`src/hdl/assert_macros.svh`:
```
// Assertion macros shared by the RTL.
`ifndef ASSERT_MACROS_SVH
`define ASSERT_MACROS_SVH
// Property checked on every clock edge outside reset.
`define ASSERT_CLK(lbl, prop, msg) \
  lbl: assert property (@(posedge clk_i) disable iff (!rst_ni) (prop)) else $error(msg);
// Property checked on every clock edge, reset included.
`define ASSERT_ALWAYS(lbl, prop, msg) \
  lbl: assert property (@(posedge clk_i) (prop)) else $error(msg);
`endif

```
`src/hdl/ata_pkg.sv`:
```
// Package: widths, command codes, queue entry type and a helper function.
`default_nettype none
package ata_pkg;
  localparam int unsigned FracBitsDef = 16;
  localparam int unsigned TrigIterDef = 16;
  localparam int unsigned CmdW        = 3;
  localparam int unsigned DataW       = 32;
  localparam int unsigned IdxW        = 4;

  typedef enum logic [CmdW-1:0] {
    CMD_IDENT  = 3'd0,
    CMD_TRANS  = 3'd1,
    CMD_SCALE  = 3'd2,
    CMD_ROTATE = 3'd3,
    CMD_WRITE  = 3'd4,
    CMD_MULT   = 3'd5,
    CMD_READ   = 3'd6,
    CMD_NOP    = 3'd7
  } cmd_e;

  // Decoded word handed from the front to the back
  typedef struct packed {
    cmd_e              cmd;
    logic [DataW-1:0]  v1;
    logic [DataW-1:0]  v2;
    logic [IdxW-1:0]   idx;
  } job_t;

  // Diagonal element test for a column-major 4x4 index
  function automatic logic is_diag(input logic [IdxW-1:0] i);
    return (i[1:0] == i[3:2]);
  endfunction
endpackage
`default_nettype wire

```
`src/hdl/ata_if.sv`:
```
// Valid/ready channel interfaces for command and result words.
`default_nettype none
interface ata_cmd_if;
  logic                      valid;
  logic                      ready;
  logic [2:0]                command;
  logic signed [31:0]        first_value;
  logic signed [31:0]        second_value;
  logic [3:0]                element_index;
  modport source (output valid, command, first_value, second_value, element_index,
                  input ready);
  modport sink   (input valid, command, first_value, second_value, element_index,
                  output ready);
endinterface

`default_nettype wire

```
`src/hdl/ata_front.sv`:
```
// Front end: takes command words and queues them for the back end.
`default_nettype none
module ata_front import ata_pkg::*; #(
  parameter int unsigned Depth = 2
) (
  input  wire logic clk_i,
  input  wire logic rst_ni,
  ata_cmd_if.sink   cmd_i,
  output job_t      job_o,
  output logic      job_valid_o,
  input  wire logic job_ready_i
);
  localparam int unsigned PtrW = (Depth > 1) ? $clog2(Depth) : 1;

  job_t             mem_q [Depth];
  logic [PtrW-1:0]  wr_q, rd_q;
  logic [PtrW:0]    cnt_q;
  logic             push, pop;

  assign cmd_i.ready = (cnt_q != (PtrW+1)'(Depth));
  assign push = cmd_i.valid && cmd_i.ready;
  assign job_valid_o = (cnt_q != '0);
  assign pop = job_valid_o && job_ready_i;
  assign job_o = mem_q[rd_q];

  // Queue storage
  always_ff @(posedge clk_i) begin
    if (push) begin
      mem_q[wr_q] <= '{cmd: cmd_e'(cmd_i.command), v1: cmd_i.first_value,
                      v2: cmd_i.second_value, idx: cmd_i.element_index};
    end
  end

  // Pointers and fill count
  always_ff @(posedge clk_i or negedge rst_ni) begin
    if (!rst_ni) begin
      wr_q <= '0; rd_q <= '0; cnt_q <= '0;
    end else begin
      if (push) wr_q <= (wr_q == PtrW'(Depth-1)) ? '0 : wr_q + 1'b1;
      if (pop)  rd_q <= (rd_q == PtrW'(Depth-1)) ? '0 : rd_q + 1'b1;
      cnt_q <= cnt_q + (PtrW+1)'(push) - (PtrW+1)'(pop);
    end
  end

  `include "assert_macros.svh"
  `ASSERT_CLK(a_cnt_bound, cnt_q <= (PtrW+1)'(Depth), "queue count beyond depth")
  `ASSERT_CLK(a_cnt_step, (push && !pop) |=> cnt_q == $past(cnt_q) + 1'b1, "count slip")
endmodule
`default_nettype wire

```
`src/flat_wrapper.sv`:
```
// flat-port wrapper written by rule: the top's interface ports become plain ports
module ata_front_flat import ata_pkg::*;
#(
  parameter int unsigned Depth = 2
)
  (clk_i, rst_ni, job_o, job_valid_o, job_ready_i, cmd_i_valid, cmd_i_command, cmd_i_first_value, cmd_i_second_value, cmd_i_element_index, cmd_i_ready);
  ata_cmd_if cmd_i_i ();
  input  wire logic clk_i;
  input  wire logic rst_ni;
  output job_t job_o;
  output logic job_valid_o;
  input  wire logic job_ready_i;
  input wire logic [$bits(cmd_i_i.valid)-1:0] cmd_i_valid;
  input wire logic [$bits(cmd_i_i.command)-1:0] cmd_i_command;
  input wire logic [$bits(cmd_i_i.first_value)-1:0] cmd_i_first_value;
  input wire logic [$bits(cmd_i_i.second_value)-1:0] cmd_i_second_value;
  input wire logic [$bits(cmd_i_i.element_index)-1:0] cmd_i_element_index;
  output wire logic [$bits(cmd_i_i.ready)-1:0] cmd_i_ready;
  assign cmd_i_i.valid = cmd_i_valid;
  assign cmd_i_i.command = cmd_i_command;
  assign cmd_i_i.first_value = cmd_i_first_value;
  assign cmd_i_i.second_value = cmd_i_second_value;
  assign cmd_i_i.element_index = cmd_i_element_index;
  assign cmd_i_ready = cmd_i_i.ready;
  ata_front #(.Depth(Depth)) u_core (.clk_i(clk_i), .rst_ni(rst_ni), .cmd_i(cmd_i_i), .job_o(job_o), .job_valid_o(job_valid_o), .job_ready_i(job_ready_i));
endmodule
```
`config.mk`:
```
export PLATFORM = sky130hd
export DESIGN_NAME = ata_front_flat
export DESIGN_NICKNAME = d
export VERILOG_FILES = /design/src/hdl/ata_pkg.sv /design/src/hdl/ata_if.sv /design/src/hdl/ata_front.sv /design/src/flat_wrapper.sv
export VERILOG_INCLUDE_DIRS = /design/src /design/src/hdl
export SDC_FILE = /design/constraint.sdc
export NUM_CORES = 1
export LEC_CHECK = 0
export ABC_AREA = 1
export BUFFER_PORTS_ARGS = -buffer_cell sky130_fd_sc_hd__buf_2
export CAP_MARGIN = 5
export CORE_MARGIN = 4
export CORE_UTILIZATION = 56
export CTS_CLUSTER_DIAMETER = 100
export DETAILED_ROUTE_END_ITERATION = 8
export PLACE_DENSITY = 0.95
export SETUP_SLACK_MARGIN = 0.02
export SLEW_MARGIN = 10
export SYNTH_ARGS = -nofsm -noshare
export SYNTH_HDL_FRONTEND = slang
export SYNTH_SLANG_ARGS = --single-unit
```
`constraint.sdc`:
```
create_clock -name clk_i -period 9.21 [get_ports clk_i]
set_input_delay 1.842 -clock clk_i [delete_from_list [all_inputs] [get_ports clk_i]]
set_output_delay 1.842 -clock clk_i [all_outputs]
set_load 0.02 [all_outputs]
```
# Word-level counts from Yosys, hierarchy flattened
# Memories as Yosys holds them, arrays and structs flattened.
# Index checks and enable logic that the tools add are counted.
# op_classes
n_addsub	4
eq_ne	1
muxes	4
n_reduce_logical	3
# ops
op	count
$mux W1	4
$add A1 B1 Y1 const B	2
$add A2 B1 Y2	1
$logic_and A1 B1 Y1	2
$ne A2 B2 Y1 const B	1
$reduce_bool A2 Y1	1
$sub A2 B1 Y2	1
# word_totals
regBits	4
ram_bits	142
input_bits	75
out_inout_bits	73
memories	1
# memory_table
memory	depth	width	read_ports	rd_ports_with_merged_regs	write_ports	line	rtl
u_core.mem_q	2	71	1	0	1	ata_front.sv:15	job_t mem_q [Depth];

# Depth between registers and ports, before layout
# Gate-level depths: netlist of run 1.
# logic_depth
ltp_word	4
mapped_depth	10
mapped_depth_nobuf	10

# Worst setup path before layout of run 1
# Ideal clock, no wire load.
# synth_timing
kind	input -> register
from	input port cmd_i_valid
to	memory u_core.mem_q[1][0] (netlist name), enable pin
setup_time_ns	0.501
arrival_ns	4.895
required_time_ns	8.709
slack_ns	3.814
stages	2
path_buffers	0
cell_sequence	nand2_1 -> nor2_1
# synth_between
elab_chain_cells	3
# synth_rtl
item	line	rtl
start: declaration	flat_wrapper.sv:13	input wire logic [$bits(cmd_i_i.valid)-1:0] cmd_i_valid;
$logic_and A1 B1 Y1	ata_front.sv:21	assign push = cmd_i.valid && cmd_i.ready;
$mux W1	ata_front.sv:28	if (push) begin
$mux W1 (implied by the code)	ata_front.sv:29	mem_q[wr_q] <= '{cmd: cmd_e'(cmd_i.command), v1: cmd_i.first_value,
end: declaration	ata_front.sv:15	
# No other way between the ends.

==> flow_metrics.env, run 1 <==
export IMPL_min_period_ns=4.42
export IMPL_layout_commonest_cell="nand2_1"
export IMPL_insertion_delay_ns=0.50
export IMPL_cts_tree="built"
export IMPL_max_freq_mhz=226
export IMPL_cts_sinks=146
export IMPL_dp_hpwl_um=6970
export IMPL_path_delay_family="buffers and inverters"
export IMPL_place_ws_ns=5.36
export IMPL_placementRows=35
export IMPL_pwr_density_cell_nw_per_um2=357
export IMPL_htreeDepth=4
export IMPL_cts_root_buf="clkbuf_8"
export IMPL_pwr_share_clk=0.285
export IMPL_finalClockSkew_ns=0.00731
export IMPL_p_leak_nw=3.00
export IMPL_dr_pass1_iters=4
export IMPL_finalWeightedCongestion=0.729
export IMPL_critPathBufInv=3
export IMPL_ys_seq_elements=146
export IMPL_antennaDiodeCount=0
export IMPL_p_switching_uw=880
export IMPL_cts_buffer_depth=2
export IMPL_finalCritPeriodShare=0.480
export IMPL_cp_common_cell="nand2_1"
export IMPL_combinationalPowerShare=0.317
export IMPL_drv_slew=0
export IMPL_place_area_um2=6230
export IMPL_grt_first_pass_wirelength_um=17400
export IMPL_mostFrequentLayoutCells="nand2_1, buf_2, edfxtp_1, clkbuf_16, inv_1"
export IMPL_worst_setup_path_end_kind="primary output"
export IMPL_chipHeight_um=106
export IMPL_drive_above_1_share=0.321
export IMPL_critical_path_class="register to primary output"
export IMPL_outcome="complete, no violations"
export IMPL_syn_inst=403
export IMPL_syn_area_um2=5430
export IMPL_antenna_found_initial=0
export IMPL_syn_avg_cell_area_um2=13.5
export IMPL_drc=0
export IMPL_grt_pass1_vias=3582
export IMPL_max_slew_margin=0.321
export IMPL_vdd_ir_drop_max_v=0.000203
export IMPL_yosysSeqAreaShare=0.804
export IMPL_path_cells="buf_4 -> inv_6 -> nand2_1 -> nand2_1 -> buf_2"
export IMPL_start_kind="register"
export IMPL_pwr_share_seq=0.398
export IMPL_utilization=0.732
export IMPL_min_delay_path_class="register to register"
export IMPL_placed_cells=667
export IMPL_coreArea_um2=9330
export IMPL_fill_cells=615
export IMPL_fin_area_um2=6830
export IMPL_wl_um=10900
export IMPL_num_vias=3422
export IMPL_ctsHoldBuffers=0
export IMPL_overflow=0
export IMPL_portBuffers=147
export IMPL_cp_slowest_cell="dfrtp_2"
export IMPL_rsz0062_at_grt="no"
export IMPL_cp_max_fo=72
export IMPL_finalHoldViolations=0
export IMPL_num_nets_final=634
export IMPL_cts_resized=0
export IMPL_yosysUniqueCellTypes=11
export IMPL_routed_via_density=4.90
export IMPL_setup_violations=0
export IMPL_setup_tns_ns=0
export IMPL_cp_arrival_ns=2.58
export IMPL_initialDrtViolationCount=180
export IMPL_clk_pin_slew_ns=0.06
export IMPL_track_usage=0.202
export IMPL_detail_route_antenna_nets=0
export IMPL_cts_inserted_buffers=17
export IMPL_final_setup_worst_slack_ns=4.79
export IMPL_synth_nets=480
export IMPL_drv_cap=0
export IMPL_io_pins=148
export IMPL_p_int_mw=1.56
export IMPL_wl_per_cell_um=15.7
export IMPL_worstMarginPinSlew_ns=1.02
export IMPL_syn_to_final_growth_pct=25.9
export IMPL_cts_setup_buffers=0
export IMPL_fin_cells=699
export IMPL_die_x_um=106
export IMPL_grt_max_degree=73
export IMPL_ys_warn_count=0
export IMPL_die_area_um2=11300
export IMPL_start_util=0.582
export IMPL_crit_path_max_incr_delay_ns=0.82
export IMPL_switching_share=0.361
export IMPL_critPathRequiredTime_ns=7.37
power by group through the flow:
stage | registers, mW | logic, mW | clock network (mW)
6_report | 0.970 | 0.774 | 0.696
5_1_grt | 0.982 | 0.857 | 0.740
4_1_cts | 0.971 | 0.789 | 0.705
3_5_place_dp | 0.983 | 0.783 | 0
3_3_place_gp | 0.974 | 0.761 | 0
2_1_floorplan | 0.957 | 0.565 | 0
metal layers:
layer / vias up / track usage / wire length, µm
met1: 1611 / 0.232 / 4220
met3: 8 / 0.0631 / 786
li1: 1661 / - / -
met5: - / 0 / 0
met4: 0 / 0.0676 / 85
met2: 142 / 0.357 / 5850
path summary, 6_finish.rpt:
| kind | slack (ns) | startpoint | depth (start not counted) | to |
|---|---|---|---|---|
| max in group asynchronous | 7.94 | rst_ni | 1 | u_core.rd_q |
| max | 4.79 | u_core.rd_q | 5 | job_o[59] |
| min in group asynchronous | 1.14 | rst_ni | 1 | u_core.rd_q |
| min reg2reg | 0.50 | u_core.wr_q | 2 | u_core.wr_q |
| max reg2reg | 6.80 | u_core.cnt_q[1] | 4 | u_core.mem_q[1][19] |
| min | 0.50 | u_core.wr_q | 2 | u_core.wr_q |
through the flow:
stage	hold slack [ns]	power (mW)
6_report	0.504	2.44
3_3_place_gp	0.455	1.73
3_5_place_dp	0.495	1.77
5_1_grt	0.526	2.58
2_1_floorplan	0.442	1.52
4_1_cts	0.508	2.46
worst min-delay path, stage by stage (launching register included):
cell     delay [ns]
dfrtp_1        0.36
nand2_1        0.06
nand2_1        0.05
cell families after synthesis:
kind of cell	Yosys count	synth area share
adder cells (fa/ha/maj)	2	0.00461
flip-flops	146	0.804
AND/OR/NAND/NOR	230	0.160
buffers and inverters	25	0.0314
cell usage after synthesis:
master,n,share of area
inv_6,1,0.0016
nand2_1,226,0.16
dfrtp_1,4,0.018
nor2_1,1,0.00069
buf_2,6,0.0055
edfxtp_1,142,0.79
ha_1,2,0.0046
inv_1,9,0.0062
buf_6,8,0.017
nand3_1,3,0.0028
buf_4,1,0.0014
registers in the layout, indices dropped and copies added, names as in the netlist:
name / count
u_core.rd_q: 1
u_core.wr_q: 1
u_core.mem_q: 142
u_core.cnt_q: 2
final cells by class:
| type | count | area (µm²) | share of cell area |
|---|---|---|---|
| inverter | 10 | 42.5 | 0.00623 |
| multi-input combinational | 232 | 900 | 0.132 |
| tap | 129 | 161 | 0.0236 |
| clock buffer | 19 | 422 | 0.0617 |
| clock inverter | 13 | 183 | 0.0267 |
| timing repair buffer | 150 | 758 | 0.111 |
| sequential | 146 | 4370 | 0.639 |
No activity file was read; power rests on OpenSTA's default activity.
==> inputs of run 2 (changes only) <==
--- a/config.mk
+++ b/config.mk
@@ -6,14 +6,14 @@
 export SDC_FILE = /design/constraint.sdc
 export NUM_CORES = 1
 export LEC_CHECK = 0
-export ABC_AREA = 1
+export ABC_AREA = 0
 export BUFFER_PORTS_ARGS = -buffer_cell sky130_fd_sc_hd__buf_2
 export CAP_MARGIN = 5
 export CORE_MARGIN = 4
-export CORE_UTILIZATION = 56
+export CORE_UTILIZATION = 52
 export CTS_CLUSTER_DIAMETER = 100
 export DETAILED_ROUTE_END_ITERATION = 8
-export PLACE_DENSITY = 0.95
+export PLACE_DENSITY = 0.9
 export SETUP_SLACK_MARGIN = 0.02
 export SLEW_MARGIN = 10
 export SYNTH_ARGS = -nofsm -noshare
==> constraint.sdc (replaced) <==
create_clock -name clk_i -period 4.5 [get_ports clk_i]
set_input_delay 0.9 -clock clk_i [delete_from_list [all_inputs] [get_ports clk_i]]
set_output_delay 0.9 -clock clk_i [all_outputs]
set_load 0.02 [all_outputs]
==> flow_metrics.env, run 2 <==
export IMPL_synth_most_common_cell="edfxtp_1"
export IMPL_insertion_delay_ns=0.51
export IMPL_synthTopCellsByCount="edfxtp_1, mux2_4, buf_12"
export IMPL_switching_share=0.309
export IMPL_max_slew_margin=0.355
export IMPL_ctsHoldBuffers=0
export IMPL_grt_first_pass_wirelength_um=14800
export IMPL_reg2regPathDepth=4
export IMPL_ys_warn_count=0
export IMPL_syn_avg_cell_area_um2=23.7
export IMPL_largest_reg_flops=142
export IMPL_cts_root_buf="clkbuf_8"
export IMPL_yosysSeqAreaShare=0.768
export IMPL_clk_pin_slew_ns=0.06
export IMPL_r2r_end="u_core.mem_q[0][13]"
export IMPL_pwr_share_seq=0.407
export IMPL_portBuffers=147
export IMPL_drv_cap=0
export IMPL_rsz0062_at_grt="no"
export IMPL_synth_nets=317
export IMPL_drc=0
export IMPL_num_nets_final=478
export IMPL_async_flop_share=0.0274
export IMPL_ys_seq_elements=146
export IMPL_coreArea_um2=10500
export IMPL_syn_to_final_growth_pct=24.6
export IMPL_detail_route_antenna_nets=0
export IMPL_overflow=0
export IMPL_track_usage=0.156
export IMPL_setup_violations=0
export IMPL_utilization=0.677
export IMPL_pwr_density_cell_nw_per_um2=719
export IMPL_htreeDepth=4
export IMPL_syn_inst=240
export IMPL_vdd_ir_drop_max_v=0.000407
export IMPL_synth_edf_count=142
export IMPL_cp_arrival_ns=2.47
export IMPL_routed_via_density=4.94
export IMPL_p_leak_nw=2.88
export IMPL_p_total_mw=5.09
export IMPL_outcome="complete, no violations"
export IMPL_cts_inserted_buffers=17
export IMPL_antenna_found_initial=0
export IMPL_finalHoldViolations=0
export IMPL_cts_resized=0
export IMPL_initialDrtViolationCount=106
export IMPL_largestRegisters="u_core.mem_q x142, u_core.cnt_q x2"
export IMPL_dr_pass1_iters=4
export IMPL_drv_slew=0
export IMPL_worst_setup_path_end_kind="primary output"
export IMPL_antennaDiodeCount=0
export IMPL_synth_top_area_cell="edfxtp_1"
export IMPL_rrSetupSlack_ns=2.60
export IMPL_chipHeight_um=113
export IMPL_mostFrequentLayoutCells="buf_2, edfxtp_1, mux2_4, clkbuf_16"
export IMPL_die_x_um=113
export IMPL_num_vias=2714
export IMPL_cts_buffer_depth=2
export IMPL_p_int_mw=3.52
export IMPL_worstMarginPinSlew_ns=0.968
export IMPL_wl_per_cell_um=17.5
export IMPL_start_kind="register"
export IMPL_cp_max_fo=50
export IMPL_syn_area_um2=5680
export IMPL_synth_area_top_cells="edfxtp_1, mux2_4, buf_12"
export IMPL_die_area_um2=12700
export IMPL_yosysUniqueCellTypes=16
export IMPL_cts_sinks=146
export IMPL_fill_cells=711
export IMPL_cp_slowest_cell="dfrtp_4"
export IMPL_drive_above_1_share=0.617
export IMPL_fin_cells=549
export IMPL_placed_cells=518
export IMPL_synth_top_area_share=0.751
export IMPL_grt_max_degree=72
export IMPL_layout_commonest_cell="buf_2"
export IMPL_path_cells="buf_4 -> mux2_4 -> buf_2"
export IMPL_min_delay_path_class="primary input to asynchronous set/reset pin"
export IMPL_wl_um=9600
export IMPL_critical_path_class="register to primary output"
export IMPL_start_util=0.543
export IMPL_cts_setup_buffers=0
export IMPL_setup_tns_ns=0
export IMPL_finalClockSkew_ns=0.00432
export IMPL_r2r_start="u_core.cnt_q[1]"
export IMPL_max_freq_mhz=297
export IMPL_combinationalPowerShare=0.313
export IMPL_pwr_share_clk=0.280
export IMPL_placementRows=37
export IMPL_p_switching_mw=1.57
export IMPL_min_period_ns=3.37
export IMPL_crit_path_max_incr_delay_ns=1.05
export IMPL_finalWeightedCongestion=0.741
export IMPL_synth_flop_cell="edfxtp_1"
export IMPL_startpoint="u_core.rd_q"
export IMPL_dp_hpwl_um=6200
export IMPL_finalCritPeriodShare=0.748
export IMPL_io_pins=148
export IMPL_top_register="u_core.mem_q"
export IMPL_critPathRequiredTime_ns=3.60
export IMPL_cts_tree="built"
export IMPL_grt_pass1_vias=3008
## run 2: per-layer routing
layer,GRT usage,wire [µm],vias up
met5,0,0,-
met4,0.0649,121,0
met3,0.0663,801,14
met2,0.273,5010,108
met1,0.165,3660,1324
li1,-,-,1268
## run 2: power groups by stage
stage	Combinational (mW)	Clock (mW)	Sequential (mW)
final	1.59	1.42	2.07
after global routing	1.68	1.52	2.11
after CTS	1.62	1.45	2.08
after detailed placement	1.61	0	2.10
after global placement	1.58	0	2.08
after floorplan	1.40	0	1.97
## run 2: logic make-up (layout without fill, tap and decap cells)
kind of cell / Yosys count / after routing / share of synthesized area
flip-flops: 146 / 146 / 0.768
AND/OR/NAND/NOR: 6 / 6 / 0.00617
adder cells (fa/ha/maj): 2 / 2 / 0.00440
buffers and inverters: 11 / 184 / 0.0286
multiplexers: 71 / 71 / 0.186
XOR/XNOR: 4 / 4 / 0.00617
## run 2: worst max-delay path: cells and delay by family, from the launching register on
| kind | cells | cell delay (ns) |
|---|---|---|
| buffers and inverters | 2 | 0.56 |
| DFF | 1 | 1.05 |
| muxes | 1 | 0.33 |
## run 2: worst max path at each step
stage / endpoint / depth (start not counted) / slack [ns]
2_1_floorplan: u_core.mem_q[0][0] / 2 / 0.04
3_3_place_gp: job_o[34] / 3 / 1.70
3_5_place_dp: job_o[21] / 3 / 1.66
4_1_cts: job_o[21] / 3 / 1.09
5_1_grt: job_o[21] / 3 / 1.03
6_report: job_o[21] / 3 / 1.13
## run 2: cell type report
class                   count  area [µm²]  area share
repair buffers            150         758       0.107
clock inverters            13         188      0.0265
flip-flops and latches    146        4370       0.617
well taps                 136         170      0.0240
multi-input cells          83        1170       0.165
clock buffers              18         418      0.0590
inverters                   3        11.3     0.00159
## run 2: stage by stage
step / hold slack [ns] / setup slack (ns) / cell area (µm²)
CTS: 0.150 / 1.09 / 7080
finish: 0.180 / 1.13 / 7080
detailed placement: 0.500 / 1.66 / 6470
global placement: 0.477 / 1.70 / 6470
floorplan: 0.460 / 0.0378 / 5680
global route: 0.156 / 1.03 / 7080
